==> config.mk <==
export PLATFORM = sky130hd
export DESIGN_NAME = websocket_frame_deframer
export DESIGN_NICKNAME = d
export VERILOG_FILES = /design/src/hdl/wsd_pkg.sv /design/src/hdl/wsd_in_reg.sv /design/src/hdl/wsd_parser.sv /design/src/hdl/wsd_out_reg.sv /design/src/hdl/websocket_frame_deframer.sv
export SDC_FILE = /design/constraint.sdc
export NUM_CORES = 1
export LEC_CHECK = 0
export ABC_AREA = 1
export BUFFER_PORTS_ARGS = -buffer_cell sky130_fd_sc_hd__buf_2
export CAP_MARGIN = 20
export CORE_MARGIN = 2
export CORE_UTILIZATION = 35
export CTS_BUF_LIST = sky130_fd_sc_hd__clkbuf_4
export DETAILED_ROUTE_END_ITERATION = 12
export GPL_TIMING_DRIVEN = 0
export PLACE_DENSITY_LB_ADDON = 0.1
export SLEW_MARGIN = 20
export SYNTH_ARGS = -nofsm -noshare
export SYNTH_HDL_FRONTEND = slang
export SYNTH_HIERARCHICAL = 1
export SYNTH_SLANG_ARGS = --single-unit
==> constraint.sdc <==
create_clock -name clock -period 3.6 [get_ports clock]
set_input_delay 0 -clock clock [delete_from_list [all_inputs] [get_ports clock]]
set_output_delay 0 -clock clock [all_outputs]
set_load 0.02 [all_outputs]
==> src/hdl/wsd_pkg.sv <==
// Shared types and constants for the WebSocket frame deframer.
// Depends on nothing; used by the parser, the result register, the top level and the testbench.
package wsd_pkg;

   // Result kinds
   localparam logic [1:0] KIND_PAYLOAD       = 2'd0;
   localparam logic [1:0] KIND_EMPTY_FRAME   = 2'd1;
   localparam logic [1:0] KIND_HEADER_REJECT = 2'd2;
   localparam logic [1:0] KIND_OPCODE_REJECT = 2'd3;

   // Frame layout
   localparam int unsigned DEFAULT_BUFFER_BYTES = 128;
   localparam int unsigned HEADER_BYTES         = 2;
   localparam int unsigned KEY_BYTES            = 4;
   localparam int unsigned PREAMBLE_BYTES       = HEADER_BYTES + KEY_BYTES;

   localparam logic [7:0] FIN_BIT       = 8'h80;
   localparam logic [7:0] MASK_BIT      = 8'h80;
   localparam logic [7:0] OPCODE_BITS   = 8'h0f;
   localparam logic [7:0] LENGTH_BITS   = 8'h7f;
   localparam logic [3:0] OPCODE_BINARY = 4'd2;

   localparam int unsigned POS_WIDTH = 7;
   localparam int unsigned LEN_WIDTH = 7;

   // One result beat
   typedef struct packed {
      logic [1:0]           kind;
      logic [7:0]           payload_byte;
      logic                 last;
      logic [LEN_WIDTH-1:0] frame_length;
   } result_type;

endpackage

==> src/hdl/wsd_in_reg.sv <==
// Input register for received bytes of the WebSocket frame deframer.
// Depends on no other file; holds one byte until the parser takes it.
module wsd_in_reg (
   input  logic       clock,
   input  logic       reset,
   input  logic       in_valid,
   output logic       in_ready,
   input  logic [7:0] in_byte,
   output logic       held_valid,
   output logic [7:0] held_byte,
   input  logic       take
);

   logic       valid_ff;
   logic       valid_in;
   logic [7:0] byte_ff;

   // Accept a new beat when empty or when the held byte moves on this cycle
   assign in_ready   = !valid_ff || take;
   assign held_valid = valid_ff;
   assign held_byte  = byte_ff;

   always_comb begin
      valid_in = valid_ff;
      if (in_ready) begin
         valid_in = in_valid;
      end
   end

   always_ff @(posedge clock) begin
      if (reset) begin
         valid_ff <= 1'b0;
      end else begin
         valid_ff <= valid_in;
      end
   end

   // Capture payload on accept
   always_ff @(posedge clock) begin
      if (in_valid && in_ready) begin
         byte_ff <= in_byte;
      end
   end

endmodule

==> src/hdl/wsd_parser.sv <==
// Frame parser: header capture and check, mask key, payload unmasking.
// Depends on wsd_pkg for layout constants, result kinds and result_type.
module wsd_parser #(
   parameter int unsigned BUFFER_BYTES = wsd_pkg::DEFAULT_BUFFER_BYTES
) (
   input  logic                clock,
   input  logic                reset,
   input  logic                step,
   input  logic [7:0]          rx_byte,
   output logic                result_valid,
   output wsd_pkg::result_type result
);

   localparam int unsigned PW = wsd_pkg::POS_WIDTH;
   localparam int unsigned LW = wsd_pkg::LEN_WIDTH;
   localparam logic [LW-1:0] MAX_LENGTH = LW'(BUFFER_BYTES - wsd_pkg::PREAMBLE_BYTES);
   localparam logic [PW-1:0] POS_LEN_BYTE = PW'(1);
   localparam logic [PW-1:0] POS_LAST_KEY = PW'(wsd_pkg::PREAMBLE_BYTES - 1);
   localparam logic [PW-1:0] POS_PAYLOAD  = PW'(wsd_pkg::PREAMBLE_BYTES);

   logic [PW-1:0] position_ff, position_in;
   logic [7:0]    first_byte_ff, first_byte_in;
   logic [LW-1:0] length_ff, length_in;
   logic          mask_bit_ff, mask_bit_in;
   logic [7:0]    key_ff [4];
   logic          key_we;
   logic [1:0]    key_sel;
   logic          halted_ff, halted_in;

   logic [PW-1:0] index;
   logic [7:0]    first_byte_now;
   logic [LW-1:0] length_now;
   logic          mask_bit_now;
   logic          header_bad;
   logic          opcode_bad;
   logic          final_byte;

   assign index = position_ff - POS_PAYLOAD;

   always_comb begin
      position_in   = position_ff;
      first_byte_in = first_byte_ff;
      length_in     = length_ff;
      mask_bit_in   = mask_bit_ff;
      halted_in     = halted_ff;
      key_we        = 1'b0;
      key_sel       = position_ff[1:0] - 2'd2;
      result_valid  = 1'b0;
      result        = '0;
      // Header fields as seen by the check, from the registered header bytes
      first_byte_now = first_byte_ff;
      length_now     = length_ff;
      mask_bit_now   = mask_bit_ff;
      header_bad     = ((first_byte_now & ~wsd_pkg::OPCODE_BITS) != wsd_pkg::FIN_BIT)
                       || (length_now > MAX_LENGTH) || !mask_bit_now;
      opcode_bad     = first_byte_now[3:0] != wsd_pkg::OPCODE_BINARY;
      final_byte     = ({1'b0, index} + 8'd1) >= {1'b0, length_ff};

      if (step && !halted_ff) begin
         if (position_ff < POS_PAYLOAD) begin
            // Preamble: capture header and key bytes
            if (position_ff == '0) begin
               first_byte_in = rx_byte;
            end else if (position_ff == POS_LEN_BYTE) begin
               length_in   = rx_byte[LW-1:0] & wsd_pkg::LENGTH_BITS[LW-1:0];
               mask_bit_in = |(rx_byte & wsd_pkg::MASK_BIT);
            end else begin
               key_we = 1'b1;
            end
            if (position_ff != POS_LAST_KEY) begin
               position_in = position_ff + PW'(1);
            end else if (header_bad) begin
               halted_in     = 1'b1;
               position_in   = '0;
               result_valid  = 1'b1;
               result.kind   = wsd_pkg::KIND_HEADER_REJECT;
            end else if (opcode_bad) begin
               halted_in     = 1'b1;
               position_in   = '0;
               result_valid  = 1'b1;
               result.kind   = wsd_pkg::KIND_OPCODE_REJECT;
            end else if (length_ff == '0) begin
               position_in   = '0;
               result_valid  = 1'b1;
               result.kind   = wsd_pkg::KIND_EMPTY_FRAME;
            end else begin
               position_in   = POS_PAYLOAD;
            end
         end else begin
            // Payload: unmask with the rotating key
            result_valid        = 1'b1;
            result.kind         = wsd_pkg::KIND_PAYLOAD;
            result.payload_byte = rx_byte ^ key_ff[index[1:0]];
            if (final_byte) begin
               position_in         = '0;
               result.last         = 1'b1;
               result.frame_length = length_ff;
            end else begin
               position_in = position_ff + PW'(1);
            end
         end
      end
   end

   always_ff @(posedge clock) begin
      if (reset) begin
         position_ff   <= '0;
         first_byte_ff <= '0;
         length_ff     <= '0;
         mask_bit_ff   <= 1'b0;
         halted_ff     <= 1'b0;
      end else begin
         position_ff   <= position_in;
         first_byte_ff <= first_byte_in;
         length_ff     <= length_in;
         mask_bit_ff   <= mask_bit_in;
         halted_ff     <= halted_in;
      end
   end

   // Mask key bytes
   always_ff @(posedge clock) begin
      if (reset) begin
         key_ff <= '{default: 8'h00};
      end else if (key_we) begin
         key_ff[key_sel] <= rx_byte;
      end
   end

endmodule

==> src/hdl/wsd_out_reg.sv <==
// Result register of the WebSocket frame deframer.
// Depends on wsd_pkg for result_type; holds one beat until the sink takes it.
module wsd_out_reg (
   input  logic                clock,
   input  logic                reset,
   input  logic                load,
   input  wsd_pkg::result_type load_data,
   output logic                free,
   output logic                out_valid,
   input  logic                out_ready,
   output wsd_pkg::result_type out_data
);

   logic                valid_ff;
   logic                valid_in;
   wsd_pkg::result_type data_ff;

   // Slot frees when empty or drained this cycle
   assign free      = !valid_ff || out_ready;
   assign out_valid = valid_ff;
   assign out_data  = data_ff;

   always_comb begin
      valid_in = valid_ff;
      if (free) begin
         valid_in = load;
      end
   end

   always_ff @(posedge clock) begin
      if (reset) begin
         valid_ff <= 1'b0;
      end else begin
         valid_ff <= valid_in;
      end
   end

   // Load payload when a result arrives
   always_ff @(posedge clock) begin
      if (load && free) begin
         data_ff <= load_data;
      end
   end

endmodule

==> src/hdl/websocket_frame_deframer.sv <==
// WebSocket masked frame deframer, top level.
// Path: a byte is registered at input, parsed, and its result is held in the result register.
// Throughput: one byte per cycle while the result register is free; the parser steps only then.
// Reset: synchronous, active high; clears frame position, header, key and halt flag.
// Depends on wsd_pkg, wsd_in_reg, wsd_parser and wsd_out_reg.
module websocket_frame_deframer #(
   parameter int unsigned BUFFER_BYTES = wsd_pkg::DEFAULT_BUFFER_BYTES
) (
   input  logic        clock,
   input  logic        reset,
   input  logic        req_tvalid,
   output logic        req_tready,
   input  logic [7:0]  req_tdata,   // [7:0] rx_byte
   output logic        rsp_tvalid,
   input  logic        rsp_tready,
   output logic [15:0] rsp_tdata,   // [7:0] payload_byte, [14:8] frame_length, [15] zero
   output logic        rsp_tlast,   // last
   output logic [1:0]  rsp_tuser    // [1:0] kind
);

   logic                held_valid;
   logic [7:0]          held_byte;
   logic                slot_free;
   logic                step;
   logic                result_valid;
   wsd_pkg::result_type result;
   wsd_pkg::result_type out_data;

   // Advance the held byte when the result slot can take its result
   assign step = held_valid && slot_free;

   wsd_in_reg u_in_reg (
      .clock      (clock),
      .reset      (reset),
      .in_valid   (req_tvalid),
      .in_ready   (req_tready),
      .in_byte    (req_tdata),
      .held_valid (held_valid),
      .held_byte  (held_byte),
      .take       (step)
   );

   wsd_parser #(
      .BUFFER_BYTES (BUFFER_BYTES)
   ) u_parser (
      .clock        (clock),
      .reset        (reset),
      .step         (step),
      .rx_byte      (held_byte),
      .result_valid (result_valid),
      .result       (result)
   );

   wsd_out_reg u_out_reg (
      .clock     (clock),
      .reset     (reset),
      .load      (result_valid),
      .load_data (result),
      .free      (slot_free),
      .out_valid (rsp_tvalid),
      .out_ready (rsp_tready),
      .out_data  (out_data)
   );

   // Pack the result beat
   assign rsp_tdata = {1'b0, out_data.frame_length, out_data.payload_byte};
   assign rsp_tlast = out_data.last;
   assign rsp_tuser = out_data.kind;

endmodule

# ---- After elaboration in Yosys (flattened, before gate mapping)
# Cells that the tools add are included.
dict set report word_totals {
  ff_bits 84
  latch_bits 0
  ram_bits 0
  rom_bits 0
  in_bits 12
  out_inout_bits 21
  elab_cells 90
  n_memories 0
}
dict set report op_classes {
  addsub 4
  n_mul 0
  n_div 0
  n_lt_le_gt_ge 6
  eq_ne 4
  n_shift 0
  muxes 28
  bitwise 8
  reduce_logical 23
}
# cell n
set ops {}
lappend ops {{$mux W7} 5}
lappend ops {{$bwmux W32} 1}
lappend ops {{$mux W8} 4}
lappend ops {{$bmux W8 S2} 1}
lappend ops {{$demux W8 S2} 1}
lappend ops {{$logic_not A7 Y1} 2}
lappend ops {{$mux W1} 13}
lappend ops {{$add A7 B1 Y8 const B} 1}
lappend ops {{$ge A8 B7 Y1} 1}
lappend ops {{$reduce_and A4 Y1} 2}
lappend ops {{$xor A8 B8 Y8} 1}
lappend ops {{$add A7 B1 Y7 const B} 1}
lappend ops {{$eq A7 B1 Y1 const B} 1}
lappend ops {{$gt A7 B7 Y1 const B} 1}
lappend ops {{$lt A7 B3 Y1 const B} 1}
lappend ops {{$ne A7 B3 Y1 const B} 1}
lappend ops {{$sub A7 B3 Y7 const B} 1}
lappend ops {{$ge A3 B3 Y1 const B} 2}
lappend ops {{$not A2 Y3} 2}
lappend ops {{$reduce_or A3 Y1} 2}
lappend ops {{$logic_and A1 B1 Y1} 5}
lappend ops {{$not A1 Y1} 5}
lappend ops {{$logic_not A1 Y1} 4}
lappend ops {{$logic_or A1 B1 Y1} 4}
lappend ops {{other kinds (10)} 11}

# ---- Depth between registers and ports, before layout
# Gate-level depths: netlist of run 1.
dict set report logic_depth {
  ltp_word 8
  mapped_depth 18
  depth_no_buf 17
}

# ---- Modules after synthesis
# Netlist of run 1, hierarchy kept.
# mod instances cells_each area_each_um2
set by_module_without_submodules {}
lappend by_module_without_submodules {wsd_parser 1 425 3111.7}
lappend by_module_without_submodules {wsd_out_reg 1 24 588.1}
lappend by_module_without_submodules {wsd_in_reg 1 14 287.8}
lappend by_module_without_submodules {websocket_frame_deframer 1 4 18.8}

# ---- Least setup slack after synthesis of run 1
# Ideal clock, no wire load.
dict set report synth_path {
  path_type {register to register}
  start {register u_parser.position_ff[1]}
  end {register u_out_reg.data_ff, in the netlist u_out_reg/out_data[0] (enable)}
  t_arrival_ns 2.491
  required_time_ns 3.201
  path_slack_ns 0.710
  path_stages_with_launch 12
  n_path_buf 1
  period_less_slack_ns 2.890
  path_cell_list {dfxtp_1 clkbuf_1 inv_1 ha_1 inv_1 nor3b_1 nand2_1 nor2_1 nand2_1 nand2_1 inv_1 a21oi_1}
}
dict set report synth_between {
  elab_chain_cells 5
  word_cells_on_any_way 6
  classes_between {order compare: 1; eq/ne: 1; mux: 3; reduce/logical: 1}
}
# item line
set synth_rtl {}
lappend synth_rtl {{from (decl)} wsd_parser.sv:21} ;# logic [PW-1:0] position_ff, position_in;
lappend synth_rtl {{from (signal assigned)} wsd_parser.sv:113} ;# position_ff <= position_in;
lappend synth_rtl {{branches (longest 2 deep; another with $lt A7 B3 Y1)} --}
lappend synth_rtl {{$mux W1 (*)} wsd_parser.sv:60} ;# if (position_ff < POS_PAYLOAD) begin
lappend synth_rtl {{$mux W1 (*)} wsd_parser.sv:59} ;# if (step && !halted_ff) begin
lappend synth_rtl {{named net result_valid} websocket_frame_deframer.sv:25} ;# logic result_valid;
lappend synth_rtl {{$logic_and A1 B1 Y1 (*)} wsd_out_reg.sv:40} ;# if (load && free) begin
lappend synth_rtl {{to (signal assigned)} wsd_out_reg.sv:41} ;# data_ff <= load_data;
lappend synth_rtl {{to (decl)} wsd_out_reg.sv:16} ;# wsd_pkg::result_type data_ff;
# Mark *: on every way through the listed nets, which the timed path passes.
# A chain may end at the register's enable or synchronous reset.

# ---- Worst setup path after layout of run 1
dict set report layout_path {
  start {register u_parser.position_ff[1]}
  end {register u_out_reg.data_ff, in the netlist u_out_reg/out_data[2] (data pin)}
}
dict set report layout_between {
  elab_chain_cells 5
  word_cells_on_any_way 6
  classes_between {add/sub: 2; order compare: 2; bitwise: 1; reduce/logical: 1}
}
# item line
set layout_rtl {}
lappend layout_rtl {{$sub A7 B3 Y7} wsd_parser.sv:38} ;# assign index = position_ff - POS_PAYLOAD;
lappend layout_rtl {{$add A7 B1 Y8} wsd_parser.sv:57} ;# final_byte = ({1'b0, index} + 8'd1) >= {1'b0, length_ff};
lappend layout_rtl {{$ge A8 B7 Y1} wsd_parser.sv:57}
lappend layout_rtl {{$not A1 Y1 (no line)} --}
lappend layout_rtl {{$reduce_or A3 Y1 (no line) (*)} --}
# Every way passes the cells marked *; elsewhere a longest branch is shown, timed or not.

==> flow_metrics.py, run 1 <==
metrics = {
    "clock_tree": {
        "insertion_delay_ns": 0.45,
        "cts-resized-gates": 0,
        "cts_buffers": 9,
        "root_buffer": "clkbuf_4",
        "path_clk_slew_ns": 0.14,
        "cts_htree_levels": 3,
        "tritoncts": "done",
        "cts_num_sinks": 84,
        "clockBufferDepth": 2,
    },
    "die": {
        "pin_count": 33,
        "fp.dieH_um": 111,
        "core_area_um2": 11300,
        "start_util_pct": 35.5,
        "die_area_um2": 12300,
        "rows": 39,
        "die_w_um": 111,
    },
    "finish": {
        "layout-drive-gt1-share_pct": 16.7,
        "n_antenna_cell": 0,
        "nets": 547,
        "fillCellCount": 1136,
        "syn2layout_area_growth_pct": 15.9,
    },
    "sta": {
        "rsz0062_at_grt": "false",
        "finalWorstPathRequiredPeriod_ns": 3.10,
        "finalMaxSlewViolations": 0,
        "max_freq_mhz": 322,
        "layout_setup_ws_ns": 0.499,
        "min_period_over_period_pct": 86.1,
        "fin_skew_ns": 0.0169,
        "final-hold-violation-count": 0,
        "setup_viol": 0,
        "relSlewSlack_pct": 52.1,
        "worst_pin_slew_ns": 0.718,
    },
    "global_routing": {
        "grt_max_degree": 19,
        "first_global_vias": 2882,
        "gr-total-overflow": 0,
        "antenna_found_initial": 0,
        "grt.total_usage_pct": 15.4,
        "grt_pass1_wl_um": 15100,
    },
    "job": {
        "maxCapViolations": 0,
    },
    "synthesis": {
        "ys_types": 37,
        "ys.flop_type": "dfxtp_1",
        "synthArstFlopShare_pct": 0,
        "syn-mean-instance-area_um2": 8.58,
        "syn_nets": 492,
        "synthTopCellsByArea": "dfxtp_1, edfxtp_1, o21ai_0, a21oi_1, inv_1",
        "synth.top_cell.area_share_pct": 29.0,
        "synthCells": 467,
        "synthMostInstantiatedCell": "inv_1",
        "synth_edf_count": 26,
        "yosysSeqAreaShare_pct": 48.5,
        "synth_top_cell_by_area": "dfxtp_1",
        "netlist_area_um2": 4010,
        "netlist_top_cells_count": "inv_1, o21ai_0, a21oi_1, dfxtp_1, nor2_1",
        "yosys_warnings": 6,
        "synth-seq-cells": 84,
    },
    "power_and_ir_drop": {
        "power.total_uw": 1910,
        "ir_worst_vdd_uv": 151,
        "power.density_nw_per_um2": 411,
        "p_leak_uw": 0.00181,
    },
    "detailed_routing": {
        "vias": 3120,
        "wl_um": 9100,
        "dr.pass1.iters": 4,
        "drt_iter0_drc": 234,
        "antenna_left": 0,
        "drc": 0,
        "drt-wirelength-per-cell_um": 13.6,
        "routed_via_density": 4.66,
    },
    "hold_path": {
        "holdCritPathClass": "input pin to flip-flop",
    },
    "setup_path": {
        "r2r_setup_slack_ns": 0.50,
        "reg2reg_depth": 15,
        "cp-startpoint": "u_parser/position_ff[1]$_SDFFE_PP0P_",
        "worstPathMaxFanout": 11,
        "start_kind": "flip-flop",
        "path_class": "flip-flop to flip-flop",
        "regToRegStartpoint": "u_parser/position_ff[1]$_SDFFE_PP0P_",
        "r2r_end": "u_out_reg/out_data[2]$_DFFE_PP_",
        "endpoint": "u_out_reg/out_data[2]$_DFFE_PP_",
        "required_ns": 3.80,
        "endpoint_kind": "flip-flop",
        "worstPathArrival_ns": 3.30,
    },
    "placement": {
        "port-buffer-count": 31,
        "dp_slack_ns": 0.488,
        "dp.final_hpwl_um": 6830,
        "gp_congestion": 0.802,
    },
    "run_status": {
        "status": "finished, final reports clean",
    },
}
==> what timing repair did <==
item,4_1_cts,5_1_grt
hold endpoints to repair,16,0
setup buffers,0,0
endpoints found under the setup margin,0,0
hold buffers,13,0
==> worst max-delay path, cell delays in order, from the launching register on <==
cell and delay (ns):
dfxtp_1 0.44, clkbuf_1 0.33, inv_1 0.26, ha_1 0.38, nor3_1 0.29, xor2_1 0.20
inv_1 0.06, ha_1 0.27, nand2_1 0.06, inv_1 0.03, nand2_1 0.05, nand2_1 0.05
nand2_1 0.14, nand2_2 0.11, nand3_4 0.11, nor2_1 0.06
==> how the worst min path moves through the flow <==
| stage | startpoint | to | slack [ns] | cells past startpoint |
|---|---|---|---|---|
| final | req_tdata[6] | u_in_reg/held_byte[6]$_DFFE_PP_ | 0.25 | 2 |
| after CTS | req_tdata[4] | u_in_reg/held_byte[4]$_DFFE_PP_ | 0.22 | 2 |
| after detailed placement | req_tdata[0] | u_in_reg/held_byte[0]$_DFFE_PP_ | 0.18 | 1 |
| after global routing | req_tdata[0] | u_in_reg/held_byte[0]$_DFFE_PP_ | 0.21 | 2 |
| after global placement | req_tdata[7] | u_in_reg/held_byte[7]$_DFFE_PP_ | 0.18 | 1 |
| after floorplan | reset | u_in_reg/held_valid$_SDFFE_PP0P_ | 0.06 | 1 |
==> per-layer routing <==
layer  vias to the layer above  share of wire (%)  track usage [%]  routed length [µm]
li1                       1659                  -                -                   -
met1                      1402                 53             21.9                4800
met2                        49                 42             22.7                3800
met3                        10                3.5             3.28                 320
met4                         0                2.1             6.67                 187
met5                         -                  0                0                   0
==> sequential cells by signal, indices dropped and copies added (netlist names) <==
name                    count
u_out_reg/out_data         18
u_parser/length_ff          7
u_parser/key_ff            32
u_in_reg/held_byte          8
u_parser/position_ff        7
u_in_reg/held_valid         1
u_parser/first_byte_ff      8
u_parser/halted_ff          1
u_parser/mask_bit_ff        1
u_out_reg/out_valid         1
==> logic make-up after synthesis <==
group | Yosys count | share of synthesized area [%]
AO/OA/AOI/OAI | 142 | 19.0
AND/OR/NAND/NOR | 119 | 14.9
adder cells (fa/ha/maj) | 13 | 4.06
buffers and inverters | 89 | 9.28
flip-flops | 84 | 48.5
XOR/XNOR | 19 | 4.15
other | 1 | 0.0936
==> placed cells by master (no fill, tap or decap), types with 3 or more instances in the layout <==
cell type / n
a21oi_1: 57
a21oi_2: 6
buf_2: 34
buf_4: 3
buf_6: 3
clkbuf_1: 8
clkbuf_4: 10
dfxtp_1: 58
dlygate4sd3_1: 13
edfxtp_1: 26
ha_1: 13
inv_1: 66
inv_2: 5
nand2_1: 38
nand2_2: 7
nand3_1: 9
nand4_1: 3
nor2_1: 41
nor3_1: 4
nor4_1: 3
o21ai_0: 64
o21ai_2: 3
o22ai_1: 8
xnor2_1: 3
xor2_1: 16
==> per-stage QoR <==
step                      hold WS [ns]  utilization, %  TNS (ns)  instances  area [µm²]
after detailed placement         0.178            38.6         0        641        4350
after CTS                        0.219            41.2         0        670        4640
final                            0.245            41.2         0        670        4640
after global placement           0.177            38.5     -5.35        641        4340
after floorplan                 0.0624               -         0        467        4010
after global routing             0.207            41.2         0        670        4640
==> layout make-up <==
class                   count  area (µm²)  share of cell area (%)
plain buffers              18         105                    2.26
clock inverters             6        87.6                    1.89
multi-input cells         294        1700                    36.7
flip-flops and latches     84        1940                    41.8
clock buffers              10        75.1                    1.62
inverters                  71         267                    5.74
well taps                 143         179                    3.85
repair buffers             44         285                    6.14
==> where the power goes <==
part	total, µW	switching, µW	leakage [µW]	internal [µW]
Combinational	248	156	0.00101	92.0
Clock	630	339	0.0000890	292
Sequential	1030	23.9	0.000710	1010
Power figures use the tool's default switching activity.
==> run 2, diff against run 1 <==
CORE_UTILIZATION = 55   (was 35)
CTS_BUF_LIST = sky130_fd_sc_hd__clkbuf_16   (was sky130_fd_sc_hd__clkbuf_4)
==> run 2 against run 1 <==
Net effect: register-to-register slack improved by 0.06 ns; first-iteration DRC count fell by 18%; via count rose by 3.8%; sequential cell count did not move; design area rose by 1.2%; clock power rose by 31%; global-route usage rose by 7.5 points; cell count fell by 6.4%; critical path depth did not move; sequential power barely moved; highest routed layer unchanged.
==> flow_metrics.py, run 2 (synthesized netlist as in run 1, its figures left out) <==
metrics = {
    "run_status": {
        "status": "finished, final reports clean",
    },
    "power_and_ir_drop": {
        "p_switching_uw": 543,
        "p_comb_share_pct": 11.8,
        "p_int_uw": 1560,
        "power_frac_clock_pct": 39.2,
        "power.density_nw_per_um2": 448,
        "ir_worst_vdd_uv": 363,
        "switching_share_pct": 25.8,
        "p_leak_uw": 0.00186,
        "seqPwrFrac_pct": 49.0,
    },
    "finish": {
        "final_cell_mix": "inv_1, o21ai_0, dfxtp_1",
        "largest_reg_flops": 32,
        "fillCellCount": 627,
        "layout-drive-gt1-share_pct": 16.7,
        "syn2layout_area_growth_pct": 17.3,
        "regMostFlops": "u_parser/key_ff",
        "nets": 548,
        "final_common_cell": "inv_1",
        "n_antenna_cell": 0,
    },
    "setup_path": {
        "required_ns": 3.69,
        "cp_cell_sequence": "clkbuf_1, inv_1, ha_1, nor3_1, xor2_1, inv_1, ha_1, nand2_1, inv_1, nand2_1, nand2_1, nand2_1, nand2_2, nand3_4, nor2_1",
        "cp-startpoint": "u_parser/position_ff[1]$_SDFFE_PP0P_",
        "cpMostUsedCell": "nand2_1",
        "worstPathArrival_ns": 3.13,
        "r2r_end": "u_out_reg/out_data[1]$_DFFE_PP_",
        "endpoint_kind": "flip-flop",
        "path_class": "flip-flop to flip-flop",
        "worstPathMaxFanout": 11,
        "slowest_delay_ns": 0.42,
        "start_kind": "flip-flop",
        "cpLargestDelayFamily": "simple AND/OR/NAND/NOR gates",
        "worst-path-buf-inv": 4,
        "critPathSlowestCell": "dfxtp_1",
        "regToRegStartpoint": "u_parser/position_ff[1]$_SDFFE_PP0P_",
        "r2r_setup_slack_ns": 0.56,
        "reg2reg_depth": 15,
    },
    "hold_path": {
        "holdPathStages": 2,
        "worstHoldEndpoint": "u_in_reg/held_byte[0]$_DFFE_PP_",
        "holdCritPathClass": "input pin to flip-flop",
        "hold_start": "req_tdata[0]",
    },
    "die": {
        "core_area_um2": 7140,
        "rows": 31,
        "fp.dieH_um": 89.3,
        "pin_count": 33,
        "die_w_um": 89.3,
        "die_area_um2": 7980,
        "start_util_pct": 56.1,
    },
    "global_routing": {
        "grt_max_degree": 15,
        "gr-total-overflow": 0,
        "antenna_found_initial": 0,
        "grt_pass1_wl_um": 13800,
        "first_global_vias": 2924,
        "grt.total_usage_pct": 22.9,
    },
    "sta": {
        "relSlewSlack_pct": 53.0,
        "finalWorstPathRequiredPeriod_ns": 3.04,
        "max_freq_mhz": 329,
        "finalMaxSlewViolations": 0,
        "worst_pin_slew_ns": 0.705,
        "rsz0062_at_grt": "false",
        "fin_skew_ns": 0.00628,
        "setup_viol": 0,
        "layout_setup_ws_ns": 0.558,
        "final-hold-violation-count": 0,
        "fin_tns_setup_ns": 0,
        "min_period_over_period_pct": 84.5,
    },
    "placement": {
        "port-buffer-count": 31,
        "dp_slack_ns": 0.576,
        "dp.final_hpwl_um": 6170,
        "gp_congestion": 0.881,
    },
    "detailed_routing": {
        "drc": 0,
        "dr.pass1.iters": 5,
        "antenna_left": 0,
        "wl_um": 8640,
        "drt-wirelength-per-cell_um": 13.8,
        "routed_via_density": 5.16,
        "drt_iter0_drc": 193,
        "vias": 3238,
    },
    "clock_tree": {
        "cts_htree_levels": 3,
        "cts_num_sinks": 84,
        "insertion_delay_ns": 0.33,
        "tritoncts": "done",
        "path_clk_slew_ns": 0.06,
        "root_buffer": "clkbuf_16",
        "clockBufferDepth": 2,
        "cts_buffers": 9,
    },
    "job": {
        "maxCapViolations": 0,
    },
}
==> run 2: changes by cell type in the layout (fill, tap and decap cells not counted) <==
cell,before,now
bufinv_16,2,0
inv_4,1,0
clkinvlp_4,0,2
a21oi_2,6,7
inv_2,5,6
clkbuf_4,10,0
clkbuf_16,0,9
a21oi_4,1,0
inv_1,66,68
buf_6,3,4
clkinv_1,1,0
==> run 2: routing by layer <==
layer	vias up	global-route usage (%)	part of all wire, %
met5	-	0	0
met2	107	35.2	46
met4	0	8.41	1.1
li1	1664	-	-
met1	1453	31.9	48
met3	14	4.89	4.7
==> run 2: layout make-up <==
| type | instances | area, µm² | area share (%) |
|---|---|---|---|
| Inverter | 71 | 267 | 5.67 |
| Clock inverter | 7 | 43.8 | 0.932 |
| Timing Repair Buffer | 45 | 297 | 6.31 |
| Buffer | 18 | 105 | 2.24 |
| Clock buffer | 9 | 225 | 4.79 |
| Tap cell | 99 | 124 | 2.64 |
| Multi-Input combinational cell | 294 | 1700 | 36.1 |
| Sequential cell | 84 | 1940 | 41.3 |
==> run 2: what timing repair did <==
action / 4_1_cts / 5_1_grt
setup endpoints to repair: 0 / 0
buffers inserted: 0 / 0
hold buffers: 13 / 0
endpoints found under the hold margin: 16 / 0
resized for setup: 0 / 0
==> run 2: stage by stage <==
| step | cell area [µm²] | power [µW] | cells | hold slack (ns) | util, % |
|---|---|---|---|---|---|
| after global routing | 4700 | 2190 | 627 | 0.372 | 65.8 |
| after detailed placement | 4300 | 1280 | 598 | 0.178 | 60.3 |
| after global placement | 4290 | 1280 | 597 | 0.176 | 60.0 |
| final | 4700 | 2110 | 627 | 0.375 | 65.8 |
| after floorplan | 4010 | 1220 | 467 | 0.0624 | - |
| after CTS | 4700 | 2120 | 627 | 0.363 | 65.8 |
==> run 2: power by group through the flow <==
| stage | combinational [µW] | clock (µW) | sequential, µW |
|---|---|---|---|
| CTS | 245 | 842 | 1030 |
| floorplan | 174 | 0 | 1050 |
| detailed placement | 232 | 0 | 1050 |
| global route | 278 | 877 | 1040 |
| finish | 248 | 825 | 1030 |
| global placement | 227 | 0 | 1050 |
==> run 2: worst max-delay path by stage <==
stage	endpoint	slack [ns]	cells past startpoint
finish	u_out_reg/out_data[1]$_DFFE_PP_	0.56	15
global route	u_out_reg/out_data[0]$_DFFE_PP_	0.30	15
CTS	u_out_reg/out_data[0]$_DFFE_PP_	0.54	15
detailed placement	u_out_reg/out_data[0]$_DFFE_PP_	0.58	15
global placement	u_out_reg/out_data[15]$_DFFE_PP_	-0.07	11
floorplan	u_out_reg/out_data[0]$_DFFE_PP_	0.71	11
==> run 2: worst reg2reg max path: stages (launching register included) <==
cell and delay (ns):
dfxtp_1 0.42, clkbuf_1 0.31, inv_1 0.26, ha_1 0.39, nor3_1 0.30, xor2_1 0.17, inv_1 0.05, ha_1 0.26
nand2_1 0.06, inv_1 0.03, nand2_1 0.05, nand2_1 0.05, nand2_1 0.16, nand2_2 0.11, nand3_4 0.12, nor2_1 0.06
